### src/rtl/ttbd_pkg.sv
// ============================================================================
// ttbd_pkg: shared types and constants of the temporal-three beep detector
// Phase codes, configuration register indexes, the configuration bundle and
// the classified sample that travels from the front end to the back end.
// ============================================================================
`default_nettype none

package ttbd_pkg;

    // Widths fixed by the field definitions
    localparam int TIME_W   = 32;
    localparam int LEN_W    = 16;
    localparam int CYCLE_W  = 4;
    localparam int BCOUNT_W = 2;
    localparam int CFG_IDX_W  = 8;
    localparam int CFG_DATA_W = 16;

    // Saturation limit of the confirmed-cycle count
    localparam logic [CYCLE_W-1:0] CYCLE_MAX = '1;

    // Phase codes
    typedef enum logic [1:0] {
        PH_IDLE  = 2'd0,
        PH_BEEP  = 2'd1,
        PH_GAP   = 2'd2,
        PH_PAUSE = 2'd3
    } phase_t;

    // Configuration register indexes
    localparam logic [CFG_IDX_W-1:0] REG_BEEP_LEN   = 8'd0;
    localparam logic [CFG_IDX_W-1:0] REG_BEEP_TOL   = 8'd1;
    localparam logic [CFG_IDX_W-1:0] REG_GAP_LEN    = 8'd2;
    localparam logic [CFG_IDX_W-1:0] REG_GAP_TOL    = 8'd3;
    localparam logic [CFG_IDX_W-1:0] REG_PAUSE_LEN  = 8'd4;
    localparam logic [CFG_IDX_W-1:0] REG_PAUSE_TOL  = 8'd5;
    localparam logic [CFG_IDX_W-1:0] REG_CYCLES     = 8'd6;
    localparam logic [CFG_IDX_W-1:0] REG_SILENCE    = 8'd7;

    // Configuration bundle
    typedef struct packed {
        logic [LEN_W-1:0]   beep_length_ms;
        logic [LEN_W-1:0]   beep_tolerance_ms;
        logic [LEN_W-1:0]   gap_length_ms;
        logic [LEN_W-1:0]   gap_tolerance_ms;
        logic [LEN_W-1:0]   pause_length_ms;
        logic [LEN_W-1:0]   pause_tolerance_ms;
        logic [CYCLE_W-1:0] cycles_needed;
        logic [LEN_W-1:0]   quiet_limit_ms;
    } cfg_t;

    // Classified sample handed from front end to back end
    typedef struct packed {
        logic              rising;
        logic              falling;
        logic              timeout;
        logic [TIME_W-1:0] time_ms;
    } item_t;

endpackage

`default_nettype wire

### src/rtl/temporal_three_beep_detector_unit.sv
// ============================================================================
// temporal_three_beep_detector_unit: temporal-three alarm pattern detector
// Front end classifies beep samples, a short queue decouples it from the
// back end, which runs the phase machine and reports one result per sample.
// ============================================================================
// Takes one beep sample per clock while in_ready is high and returns one
// result per sample, in order. A sample accepted into the queue is stepped
// by the back end once it reaches the head and the result register is free;
// its result is then registered there and held until taken. The sustained
// rate is one sample per cycle while the output is not stalled, set by the
// phase update in the back end. While the output is stalled the result
// register holds one sample and the queue QUEUE_DEPTH more, so input keeps
// flowing for QUEUE_DEPTH + 1 samples before in_ready drops. Write the
// configuration registers only while no sample is in flight.
`default_nettype none

module temporal_three_beep_detector_unit
    import ttbd_pkg::*;
#(
    parameter int BEEPS_IN_CYCLE = 3,
    parameter int QUEUE_DEPTH    = 2
)
(
    input  wire logic                  clk,
    input  wire logic                  rst_n,
    // configuration port
    input  wire logic                  cfg_wr_en,
    input  wire logic [CFG_IDX_W-1:0]  cfg_index,
    input  wire logic [CFG_DATA_W-1:0] cfg_data,
    // sample channel
    input  wire logic                  in_valid,
    output logic                       in_ready,
    input  wire logic                  beep_on,
    input  wire logic [TIME_W-1:0]     time_ms,
    // result channel
    output logic                       out_valid,
    input  wire logic                  out_ready,
    output logic                       pattern_detected,
    output logic [1:0]                 phase,
    output logic [CYCLE_W-1:0]         cycles_seen
);

    cfg_t  cfg_reg;
    cfg_t  cfg_next;
    item_t front_item;
    item_t head_item;
    logic  in_accept;
    logic  q_full;
    logic  q_empty;
    logic  step;

    // Update the addressed configuration register
    always_comb
    begin
        cfg_next = cfg_reg;
        if (cfg_wr_en)
        begin
            unique case (cfg_index)
                REG_BEEP_LEN:  cfg_next.beep_length_ms     = cfg_data;
                REG_BEEP_TOL:  cfg_next.beep_tolerance_ms  = cfg_data;
                REG_GAP_LEN:   cfg_next.gap_length_ms      = cfg_data;
                REG_GAP_TOL:   cfg_next.gap_tolerance_ms   = cfg_data;
                REG_PAUSE_LEN: cfg_next.pause_length_ms    = cfg_data;
                REG_PAUSE_TOL: cfg_next.pause_tolerance_ms = cfg_data;
                REG_CYCLES:    cfg_next.cycles_needed      = cfg_data[CYCLE_W-1:0];
                REG_SILENCE:   cfg_next.quiet_limit_ms     = cfg_data;
                default:       cfg_next = cfg_reg;
            endcase
        end
    end

    always_ff @(posedge clk or negedge rst_n)
    begin
        if (!rst_n)
        begin
            cfg_reg.beep_length_ms     <= 16'd500;
            cfg_reg.beep_tolerance_ms  <= 16'd150;
            cfg_reg.gap_length_ms      <= 16'd500;
            cfg_reg.gap_tolerance_ms   <= 16'd150;
            cfg_reg.pause_length_ms    <= 16'd1500;
            cfg_reg.pause_tolerance_ms <= 16'd300;
            cfg_reg.cycles_needed      <= 4'd2;
            cfg_reg.quiet_limit_ms     <= 16'd5000;
        end
        else
        begin
            cfg_reg <= cfg_next;
        end
    end

    // Accept a request whenever the queue has room
    assign in_ready  = ~q_full;
    assign in_accept = in_valid & ~q_full;

    ttbd_front u_front (
        .clk            (clk),
        .rst_n          (rst_n),
        .accept         (in_accept),
        .beep_on        (beep_on),
        .time_ms        (time_ms),
        .quiet_limit_ms (cfg_reg.quiet_limit_ms),
        .item           (front_item)
    );

    ttbd_queue #(
        .DEPTH (QUEUE_DEPTH)
    ) u_queue (
        .clk       (clk),
        .rst_n     (rst_n),
        .push      (in_accept),
        .push_item (front_item),
        .full      (q_full),
        .pop       (step),
        .empty     (q_empty),
        .head      (head_item)
    );

    // Step the back end when a sample waits and the result stage is free
    assign step = ~q_empty & (~out_valid | out_ready);

    ttbd_back #(
        .BEEPS_IN_CYCLE (BEEPS_IN_CYCLE)
    ) u_back (
        .clk              (clk),
        .rst_n            (rst_n),
        .cfg              (cfg_reg),
        .step             (step),
        .item             (head_item),
        .out_valid        (out_valid),
        .out_ready        (out_ready),
        .pattern_detected (pattern_detected),
        .phase            (phase),
        .cycles_seen      (cycles_seen)
    );

endmodule

`default_nettype wire

### src/rtl/ttbd_front.sv
// ============================================================================
// ttbd_front: sample classifier
// Tracks the previous beep level and the last beep time, and tags each sample
// with its rising edge, falling edge and silence-timeout condition.
// ============================================================================
`default_nettype none

module ttbd_front
    import ttbd_pkg::*;
(
    input  wire logic                clk,
    input  wire logic                rst_n,
    input  wire logic                accept,
    input  wire logic                beep_on,
    input  wire logic [TIME_W-1:0]   time_ms,
    input  wire logic [LEN_W-1:0]    quiet_limit_ms,
    output item_t                    item
);

    logic              prev_beep_reg;
    logic              prev_beep_next;
    logic [TIME_W-1:0] last_beep_time_reg;
    logic [TIME_W-1:0] last_beep_time_next;
    logic [TIME_W-1:0] silence_ms;

    // Refresh the last beep time, then measure the silence since it
    always_comb
    begin
        last_beep_time_next = beep_on ? time_ms : last_beep_time_reg;
        prev_beep_next      = beep_on;
        silence_ms          = time_ms - last_beep_time_next;
    end

    // Classify the sample
    always_comb
    begin
        item.rising  = beep_on & ~prev_beep_reg;
        item.falling = ~beep_on & prev_beep_reg;
        item.timeout = silence_ms > {{(TIME_W-LEN_W){1'b0}}, quiet_limit_ms};
        item.time_ms = time_ms;
    end

    // Advance the edge tracker on each accepted request
    always_ff @(posedge clk or negedge rst_n)
    begin
        if (!rst_n)
        begin
            prev_beep_reg      <= 1'b0;
            last_beep_time_reg <= '0;
        end
        else if (accept)
        begin
            prev_beep_reg      <= prev_beep_next;
            last_beep_time_reg <= last_beep_time_next;
        end
    end

endmodule

`default_nettype wire

### src/rtl/ttbd_queue.sv
// ============================================================================
// ttbd_queue: short register queue between front end and back end
// Holds classified samples so either side can stall on its own; a push and a
// pop may happen in the same cycle.
// ============================================================================
`default_nettype none

module ttbd_queue
    import ttbd_pkg::*;
#(
    parameter int DEPTH = 2
)
(
    input  wire logic  clk,
    input  wire logic  rst_n,
    input  wire logic  push,
    input  wire item_t push_item,
    output logic       full,
    input  wire logic  pop,
    output logic       empty,
    output item_t      head
);

    localparam int PTR_W = (DEPTH > 1) ? $clog2(DEPTH) : 1;
    localparam int CNT_W = $clog2(DEPTH + 1);

    item_t            slot_reg [DEPTH];
    logic [PTR_W-1:0] wr_ptr_reg;
    logic [PTR_W-1:0] wr_ptr_next;
    logic [PTR_W-1:0] rd_ptr_reg;
    logic [PTR_W-1:0] rd_ptr_next;
    logic [CNT_W-1:0] count_reg;
    logic [CNT_W-1:0] count_next;

    // Status and head of the queue
    always_comb
    begin
        full  = count_reg == CNT_W'(DEPTH);
        empty = count_reg == '0;
        head  = slot_reg[rd_ptr_reg];
    end

    // Advance pointers and occupancy
    always_comb
    begin
        wr_ptr_next = wr_ptr_reg;
        rd_ptr_next = rd_ptr_reg;
        count_next  = count_reg;
        if (push)
        begin
            wr_ptr_next = (wr_ptr_reg == PTR_W'(DEPTH - 1)) ? '0 : wr_ptr_reg + 1'b1;
        end
        if (pop)
        begin
            rd_ptr_next = (rd_ptr_reg == PTR_W'(DEPTH - 1)) ? '0 : rd_ptr_reg + 1'b1;
        end
        if (push && !pop)
        begin
            count_next = count_reg + 1'b1;
        end
        else if (pop && !push)
        begin
            count_next = count_reg - 1'b1;
        end
    end

    always_ff @(posedge clk or negedge rst_n)
    begin
        if (!rst_n)
        begin
            wr_ptr_reg <= '0;
            rd_ptr_reg <= '0;
            count_reg  <= '0;
        end
        else
        begin
            wr_ptr_reg <= wr_ptr_next;
            rd_ptr_reg <= rd_ptr_next;
            count_reg  <= count_next;
        end
    end

    // Store the pushed request
    always_ff @(posedge clk)
    begin
        if (push)
        begin
            slot_reg[wr_ptr_reg] <= push_item;
        end
    end

endmodule

`default_nettype wire

### src/rtl/ttbd_back.sv
// ============================================================================
// ttbd_back: phase machine and duration checker
// Takes one sample per cycle when stepped, checks beep, gap and pause lengths,
// counts confirmed cycles and holds the result registers for the output.
// ============================================================================
`default_nettype none

module ttbd_back
    import ttbd_pkg::*;
#(
    parameter int BEEPS_IN_CYCLE = 3
)
(
    input  wire logic                 clk,
    input  wire logic                 rst_n,
    input  wire cfg_t                 cfg,
    input  wire logic                 step,
    input  wire item_t                item,
    output logic                      out_valid,
    input  wire logic                 out_ready,
    output logic                      pattern_detected,
    output logic [1:0]                phase,
    output logic [CYCLE_W-1:0]        cycles_seen
);

    phase_t              phase_reg;
    phase_t              phase_next;
    logic [BCOUNT_W-1:0] beep_count_reg;
    logic [BCOUNT_W-1:0] beep_count_next;
    logic [CYCLE_W-1:0]  cycle_count_reg;
    logic [CYCLE_W-1:0]  cycle_count_next;
    logic                detected_reg;
    logic                detected_next;
    logic [TIME_W-1:0]   edge_time_reg;
    logic [TIME_W-1:0]   edge_time_next;
    logic                out_valid_reg;
    logic                out_valid_next;

    // State after a silence timeout has been applied
    logic                clear_to;
    phase_t              phase_eff;
    logic [BCOUNT_W-1:0] beep_count_eff;
    logic [CYCLE_W-1:0]  cycle_count_eff;
    logic                detected_eff;

    // Duration check
    logic [TIME_W-1:0]   elapsed;
    logic [LEN_W-1:0]    target;
    logic [LEN_W-1:0]    tol;
    logic [TIME_W:0]     elapsed_plus_tol;
    logic [LEN_W:0]      target_plus_tol;
    logic                fit;

    logic [BCOUNT_W-1:0] beep_count_inc;
    logic [CYCLE_W-1:0]  cycle_count_inc;

    // Drop a detected attempt on a silence timeout
    always_comb
    begin
        clear_to        = detected_reg & item.timeout;
        phase_eff       = clear_to ? PH_IDLE : phase_reg;
        beep_count_eff  = clear_to ? '0 : beep_count_reg;
        cycle_count_eff = clear_to ? '0 : cycle_count_reg;
        detected_eff    = clear_to ? 1'b0 : detected_reg;
    end

    // Check the elapsed time against the target of the current phase
    always_comb
    begin
        elapsed = item.time_ms - edge_time_reg;
        unique case (phase_eff)
            PH_BEEP:
            begin
                target = cfg.beep_length_ms;
                tol    = cfg.beep_tolerance_ms;
            end
            PH_GAP:
            begin
                target = cfg.gap_length_ms;
                tol    = cfg.gap_tolerance_ms;
            end
            PH_PAUSE:
            begin
                target = cfg.pause_length_ms;
                tol    = cfg.pause_tolerance_ms;
            end
            default:
            begin
                target = cfg.beep_length_ms;
                tol    = cfg.beep_tolerance_ms;
            end
        endcase
        elapsed_plus_tol = {1'b0, elapsed} + {{(TIME_W-LEN_W+1){1'b0}}, tol};
        target_plus_tol  = {1'b0, target} + {1'b0, tol};
        fit = (elapsed_plus_tol >= {{(TIME_W-LEN_W+1){1'b0}}, target})
            && ({1'b0, elapsed} <= {{(TIME_W-LEN_W){1'b0}}, target_plus_tol});
    end

    always_comb
    begin
        beep_count_inc  = beep_count_eff + 1'b1;
        cycle_count_inc = (cycle_count_eff == CYCLE_MAX) ? CYCLE_MAX
                                                        : cycle_count_eff + 1'b1;
    end

    // Next phase
    always_comb
    begin
        phase_next = phase_reg;
        if (step)
        begin
            phase_next = phase_eff;
            unique case (phase_eff)
                PH_IDLE:
                begin
                    if (item.rising)
                    begin
                        phase_next = PH_BEEP;
                    end
                end
                PH_BEEP:
                begin
                    if (item.falling)
                    begin
                        if (!fit)
                        begin
                            phase_next = PH_IDLE;
                        end
                        else if (beep_count_inc < BCOUNT_W'(BEEPS_IN_CYCLE))
                        begin
                            phase_next = PH_GAP;
                        end
                        else
                        begin
                            phase_next = PH_PAUSE;
                        end
                    end
                end
                PH_GAP:
                begin
                    if (item.rising)
                    begin
                        phase_next = PH_BEEP;
                    end
                end
                PH_PAUSE:
                begin
                    if (item.rising)
                    begin
                        phase_next = PH_BEEP;
                    end
                end
                default:
                begin
                    phase_next = PH_IDLE;
                end
            endcase
        end
    end

    // Counters, detection flag and edge time
    always_comb
    begin
        beep_count_next  = beep_count_reg;
        cycle_count_next = cycle_count_reg;
        detected_next    = detected_reg;
        edge_time_next   = edge_time_reg;
        if (step)
        begin
            beep_count_next  = beep_count_eff;
            cycle_count_next = cycle_count_eff;
            detected_next    = detected_eff;
            unique case (phase_eff)
                PH_IDLE:
                begin
                    if (item.rising)
                    begin
                        edge_time_next = item.time_ms;
                    end
                end
                PH_BEEP:
                begin
                    if (item.falling)
                    begin
                        if (!fit)
                        begin
                            beep_count_next  = '0;
                            cycle_count_next = '0;
                            detected_next    = 1'b0;
                        end
                        else
                        begin
                            beep_count_next = beep_count_inc;
                            edge_time_next  = item.time_ms;
                        end
                    end
                end
                PH_GAP:
                begin
                    if (item.rising)
                    begin
                        if (!fit)
                        begin
                            beep_count_next  = '0;
                            cycle_count_next = '0;
                            detected_next    = 1'b0;
                        end
                        edge_time_next = item.time_ms;
                    end
                end
                PH_PAUSE:
                begin
                    if (item.rising)
                    begin
                        if (!fit)
                        begin
                            beep_count_next  = '0;
                            cycle_count_next = '0;
                            detected_next    = 1'b0;
                        end
                        else
                        begin
                            beep_count_next  = '0;
                            cycle_count_next = cycle_count_inc;
                            if (cycle_count_inc >= cfg.cycles_needed)
                            begin
                                detected_next = 1'b1;
                            end
                        end
                        edge_time_next = item.time_ms;
                    end
                end
                default:
                begin
                    edge_time_next = edge_time_reg;
                end
            endcase
        end
    end

    // Output handshake: a stepped request produces one result
    always_comb
    begin
        if (step)
        begin
            out_valid_next = 1'b1;
        end
        else if (out_ready)
        begin
            out_valid_next = 1'b0;
        end
        else
        begin
            out_valid_next = out_valid_reg;
        end
    end

    always_ff @(posedge clk or negedge rst_n)
    begin
        if (!rst_n)
        begin
            phase_reg       <= PH_IDLE;
            beep_count_reg  <= '0;
            cycle_count_reg <= '0;
            detected_reg    <= 1'b0;
            edge_time_reg   <= '0;
            out_valid_reg   <= 1'b0;
        end
        else
        begin
            phase_reg       <= phase_next;
            beep_count_reg  <= beep_count_next;
            cycle_count_reg <= cycle_count_next;
            detected_reg    <= detected_next;
            edge_time_reg   <= edge_time_next;
            out_valid_reg   <= out_valid_next;
        end
    end

    // Result registers double as the output stage
    assign out_valid        = out_valid_reg;
    assign pattern_detected = detected_reg;
    assign phase            = phase_reg;
    assign cycles_seen      = cycle_count_reg;

endmodule

`default_nettype wire

### config.mk
export PLATFORM = sky130hd
export DESIGN_NAME = temporal_three_beep_detector_unit
export DESIGN_NICKNAME = d
export VERILOG_FILES = /design/src/rtl/ttbd_pkg.sv /design/src/rtl/temporal_three_beep_detector_unit.sv /design/src/rtl/ttbd_front.sv /design/src/rtl/ttbd_queue.sv /design/src/rtl/ttbd_back.sv
export SDC_FILE = /design/constraint.sdc
export NUM_CORES = 1
export LEC_CHECK = 0
export BUFFER_PORTS_ARGS = -buffer_cell sky130_fd_sc_hd__buf_2
export CORE_ASPECT_RATIO = 1.25
export CORE_MARGIN = 1
export CORE_UTILIZATION = 65
export DETAILED_ROUTE_END_ITERATION = 8
export GPL_ROUTABILITY_DRIVEN = 0
export GPL_TIMING_DRIVEN = 0
export PLACE_DENSITY_LB_ADDON = 0.05
export SLEW_MARGIN = 20
export SYNTH_ARGS = -nofsm -noshare
export SYNTH_HDL_FRONTEND = slang
export SYNTH_SLANG_ARGS = --single-unit
### constraint.sdc
create_clock -name clk -period 12.1 [get_ports clk]
set_clock_uncertainty 0.05 [all_clocks]
set_input_delay 3.025 -clock clk [delete_from_list [all_inputs] [get_ports clk]]
set_output_delay 3.025 -clock clk [all_outputs]
set_load 0.05 [all_outputs]
==> flow_summary_export.csv <==
group,metric,value,unit
final_layout,drive_gt1_frac,0.200,
global_route,gr-usage-all-layers,0.318,
synthesis,synth_area,0.0179,sq mm
cts,cts-root-to-sink-buffers,3,
routing,number_of_drc_markers_after_the_initial_detailed_route_iteration,744,
cts,cts_made_buffers,27,
synthesis,synth_sequential_area_ratio,0.394,
min_path,type_of_the_most_critical_hold_path,"reg -> reg",
timing,finalHoldViolations,0,
critical_path,timing.critical_path.required,12.47,ns
synthesis,synth_enable_flop_cells,70,
pwr,power.density_cell_area,268,mW/mm^2
min_path,worst_hold_startpoint,"u_front.last_beep_time_reg[7]",
run_status,status,"complete, no violations",
timing,max_slew.worst_pin.slew,1.07,ns
critical_path,start_point_of_the_critical_path,"u_queue.rd_ptr_reg",
cts,cts_root_buf,"clkbuf_16",
cts,post_cts.repair.setup_buffers,0,
global_route,grt_max_degree,80,
floorplan,initial_core_utilization,0.663,
critical_path,cp_slowest_cell,"fa_1",
critical_path,critPathArrivalTime,9.53,ns
synthesis,yosys_warnings,0,
timing,fmaxAchievable,0.109,GHz
pwr,p_leak,8.83,nW
final_layout,fin_util,0.733,
routing,dr_total_vias,14000,
placed_design,detailedPlacementHpwl,33.5,mm
floorplan,die_outline_area,0.0281,sq mm
synthesis,ys_dominant_reg_cell,"dfrtp_1",
routing,drt_wl_cell,19.6,um
synthesis,synth.avg_cell_area,10.1,sq um
pwr,worst_ir_drop_vdd,0.173,mV
global_route,grt_pass1_wl,70.4,mm
routing,postRouteWirelength,43.7,mm
cts,clkSlewWorstSetupHoldPaths,0.06,ns
final_layout,largest_register_ffs,116,
cts,ctsHoldBuffers,0,
placed_design,io_buffer_count,67,
critical_path,critPathMaxStageDelay,0.58,ns
global_route,grt_antenna_before_repair,1,
final_layout,finalNetCount,2080,
critical_path,timing.critical_path.from_type,"flop",
critical_path,timing.critical_path.to_type,"flop",
cts,worst_skew_pair.late_latency,0.55,ns
floorplan,die_x,150,um
floorplan,placement_rows,67,
routing,post_drt_via_cell_ratio,6.28,
floorplan,pin_count,71,
cts,tritoncts_clock_tree,"yes",
timing,finalSetupViolations,0,
timing,final_min_period_over_clock_period,0.757,
routing,drtPass1Iterations,5,
timing,relSlewSlack,0.283,
synthesis,mappedNetlistNets,1980,
global_route,first_global_vias,13700,
job,max_cap_violations,0,
timing,maxSlewViolCount,0,
synthesis,ys_async_sr_fraction,0.736,
critical_path,timing.critical_path.mode_cell,"a21oi_1",
routing,drcViolationCount,0,
floorplan,core_box_area,0.0269,sq mm
timing,final_period_minus_worst_setup_slack,9.17,ns
floorplan,die_y,187,um
critical_path,ff2ff_setup_slack,2.93,ns
synthesis,number_of_standard_cells_after_synthesis,1762,
critical_path,crit-reg2reg-launch,"u_queue.rd_ptr_reg",
cts,ctsHtreeMaxLevel,1,
synthesis,synth_seq_cells,265,
critical_path,setup.worst_path.class,"reg -> reg",
cts,cts.sinks,265,
routing,route.antenna.remaining_nets,0,
final_layout,areaGrowthSynthToFinish,10.6,%
timing,final.setup.tns,0,ns
synthesis,yosysUniqueCellTypes,82,
timing,unrepaired_setup_endpoints_after_global_routing,"no",
critical_path,timing.critical_path.fanout_max,10,
global_route,overflow,0,
cts,cts-resized-gates,0,
cells in the final DEF (no fill, tap or decap), types with 6 or more instances in the layout:
cell | synthesis | final
a211oi_1 | 12 | 12
a21o_1 | 36 | 36
a21oi_1 | 101 | 101
a21oi_2 | 31 | 31
a31oi_1 | 9 | 9
and2_1 | 8 | 8
and3_1 | 7 | 7
buf_2 | 2 | 68
buf_6 | 7 | 7
clkbuf_1 | 43 | 46
clkbuf_16 | 0 | 27
clkbuf_8 | 0 | 7
dfrtp_1 | 158 | 158
dfstp_2 | 37 | 37
edfxtp_1 | 70 | 70
ha_1 | 152 | 152
inv_1 | 111 | 111
mux2_2 | 150 | 150
mux2i_1 | 76 | 76
nand2_1 | 140 | 140
nand2b_1 | 19 | 19
nand3_1 | 25 | 25
nand3b_1 | 8 | 8
nand4_1 | 23 | 23
nor2_1 | 98 | 96
nor2_2 | 6 | 6
nor2b_1 | 20 | 20
nor3_1 | 30 | 30
nor4_1 | 8 | 8
o2111ai_1 | 9 | 9
o211ai_1 | 14 | 14
o21a_1 | 24 | 24
o21ai_0 | 126 | 126
o21bai_1 | 11 | 11
o31ai_1 | 10 | 10
xnor2_1 | 49 | 49
xor2_1 | 28 | 28
power breakdown:
group / internal [mW] / switching, mW
logic: 1.27 / 1.94
registers: 1.11 / 0.0746
clock network: 0.540 / 0.355
total: 2.92 / 2.37
layout make-up:
cell class	instances	area, sq um
multi-input cells	1332	10200
plain buffers	54	259
fillers	1987	7170
clock buffers	37	783
inverters	111	417
repair buffers	71	455
well taps	345	432
flip-flops and latches	265	7030
clock inverters	13	181
diodes	1	2.50
worst max-delay path, delay by kind of cell (launching register included):
kind	cells	cell delay, ns
AO/OA/AOI/OAI	17	3.63
buffers and inverters	5	1.84
AND/OR/NAND/NOR	8	1.76
adder cells (fa/ha/maj)	2	0.89
flip-flops	1	0.37
multiplexers	1	0.32
XOR/XNOR	1	0.16
through the flow:
stage | instances | power [mW] | setup slack, ns | instance area (sq um) | hold slack (ns)
floorplan | 1762 | 3.58 | 3.86 | 17900 | 0.399
global placement | 2174 | 4.22 | 2.63 | 18600 | 0.412
detailed placement | 2178 | 4.33 | 2.52 | 18800 | 0.422
CTS | 2228 | 5.26 | 2.97 | 19700 | 0.433
global route | 2229 | 5.69 | 2.42 | 19700 | 0.450
finish | 2229 | 5.29 | 2.93 | 19700 | 0.430
Yosys cell counts (all sizes together) (10+ instances only):
cell type / number / share of area
inv: 111 / 0.023
a21o: 36 / 0.015
mux2i: 76 / 0.043
nand2b: 19 / 0.0067
o21ai: 132 / 0.037
a21oi: 132 / 0.044
dfstp: 37 / 0.054
nand4: 23 / 0.0081
dfrtp: 158 / 0.22
buf: 10 / 0.0052
o31ai: 10 / 0.0042
ha: 152 / 0.11
nand2: 140 / 0.029
o211ai: 14 / 0.0059
o21bai: 11 / 0.0046
xor2: 28 / 0.014
o21a: 24 / 0.010
nor3: 30 / 0.0084
nor2b: 20 / 0.0070
clkbuf: 44 / 0.0093
edfxtp: 70 / 0.12
a211oi: 13 / 0.0057
mux2: 150 / 0.095
nor2: 104 / 0.023
xnor2: 49 / 0.024
nand3: 25 / 0.0070
worst paths after layout:
| check | to | cells past startpoint |
|---|---|---|
| setup / recovery | u_back.edge_time_reg[4] | 34 |
| hold / removal | u_front.last_beep_time_reg[7] | 2 |
| setup reg to reg | u_back.edge_time_reg[4] | 34 |
| hold reg to reg | u_front.last_beep_time_reg[7] | 2 |
| max in group asynchronous | cfg_reg[46] | 3 |
| min in group asynchronous | u_front.last_beep_time_reg[23] | 1 |
cells by family (layout without fill, tap and decap cells):
logic type	count (synthesis)	in the layout	synth area share
other	0	1	0
AO/OA/AOI/OAI	452	452	0.168
AND/OR/NAND/NOR	421	421	0.115
XOR/XNOR	77	77	0.0378
multiplexers	226	226	0.137
buffers and inverters	165	286	0.0378
flip-flops	265	265	0.394
adder cells (fa/ha/maj)	156	156	0.111
metal layers:
| metal | global-route usage | wire length (um) | part of all wire | vias to the layer above |
|---|---|---|---|---|
| li1 | - | - | - | 6660 |
| met1 | 0.436 | 19400 | 0.44 | 6861 |
| met2 | 0.527 | 20900 | 0.48 | 395 |
| met3 | 0.0356 | 2190 | 0.050 | 92 |
| met4 | 0.0991 | 1240 | 0.028 | 0 |
| met5 | 0 | 0 | 0 | - |
Note: power is estimated with default switching activity, not from simulation.
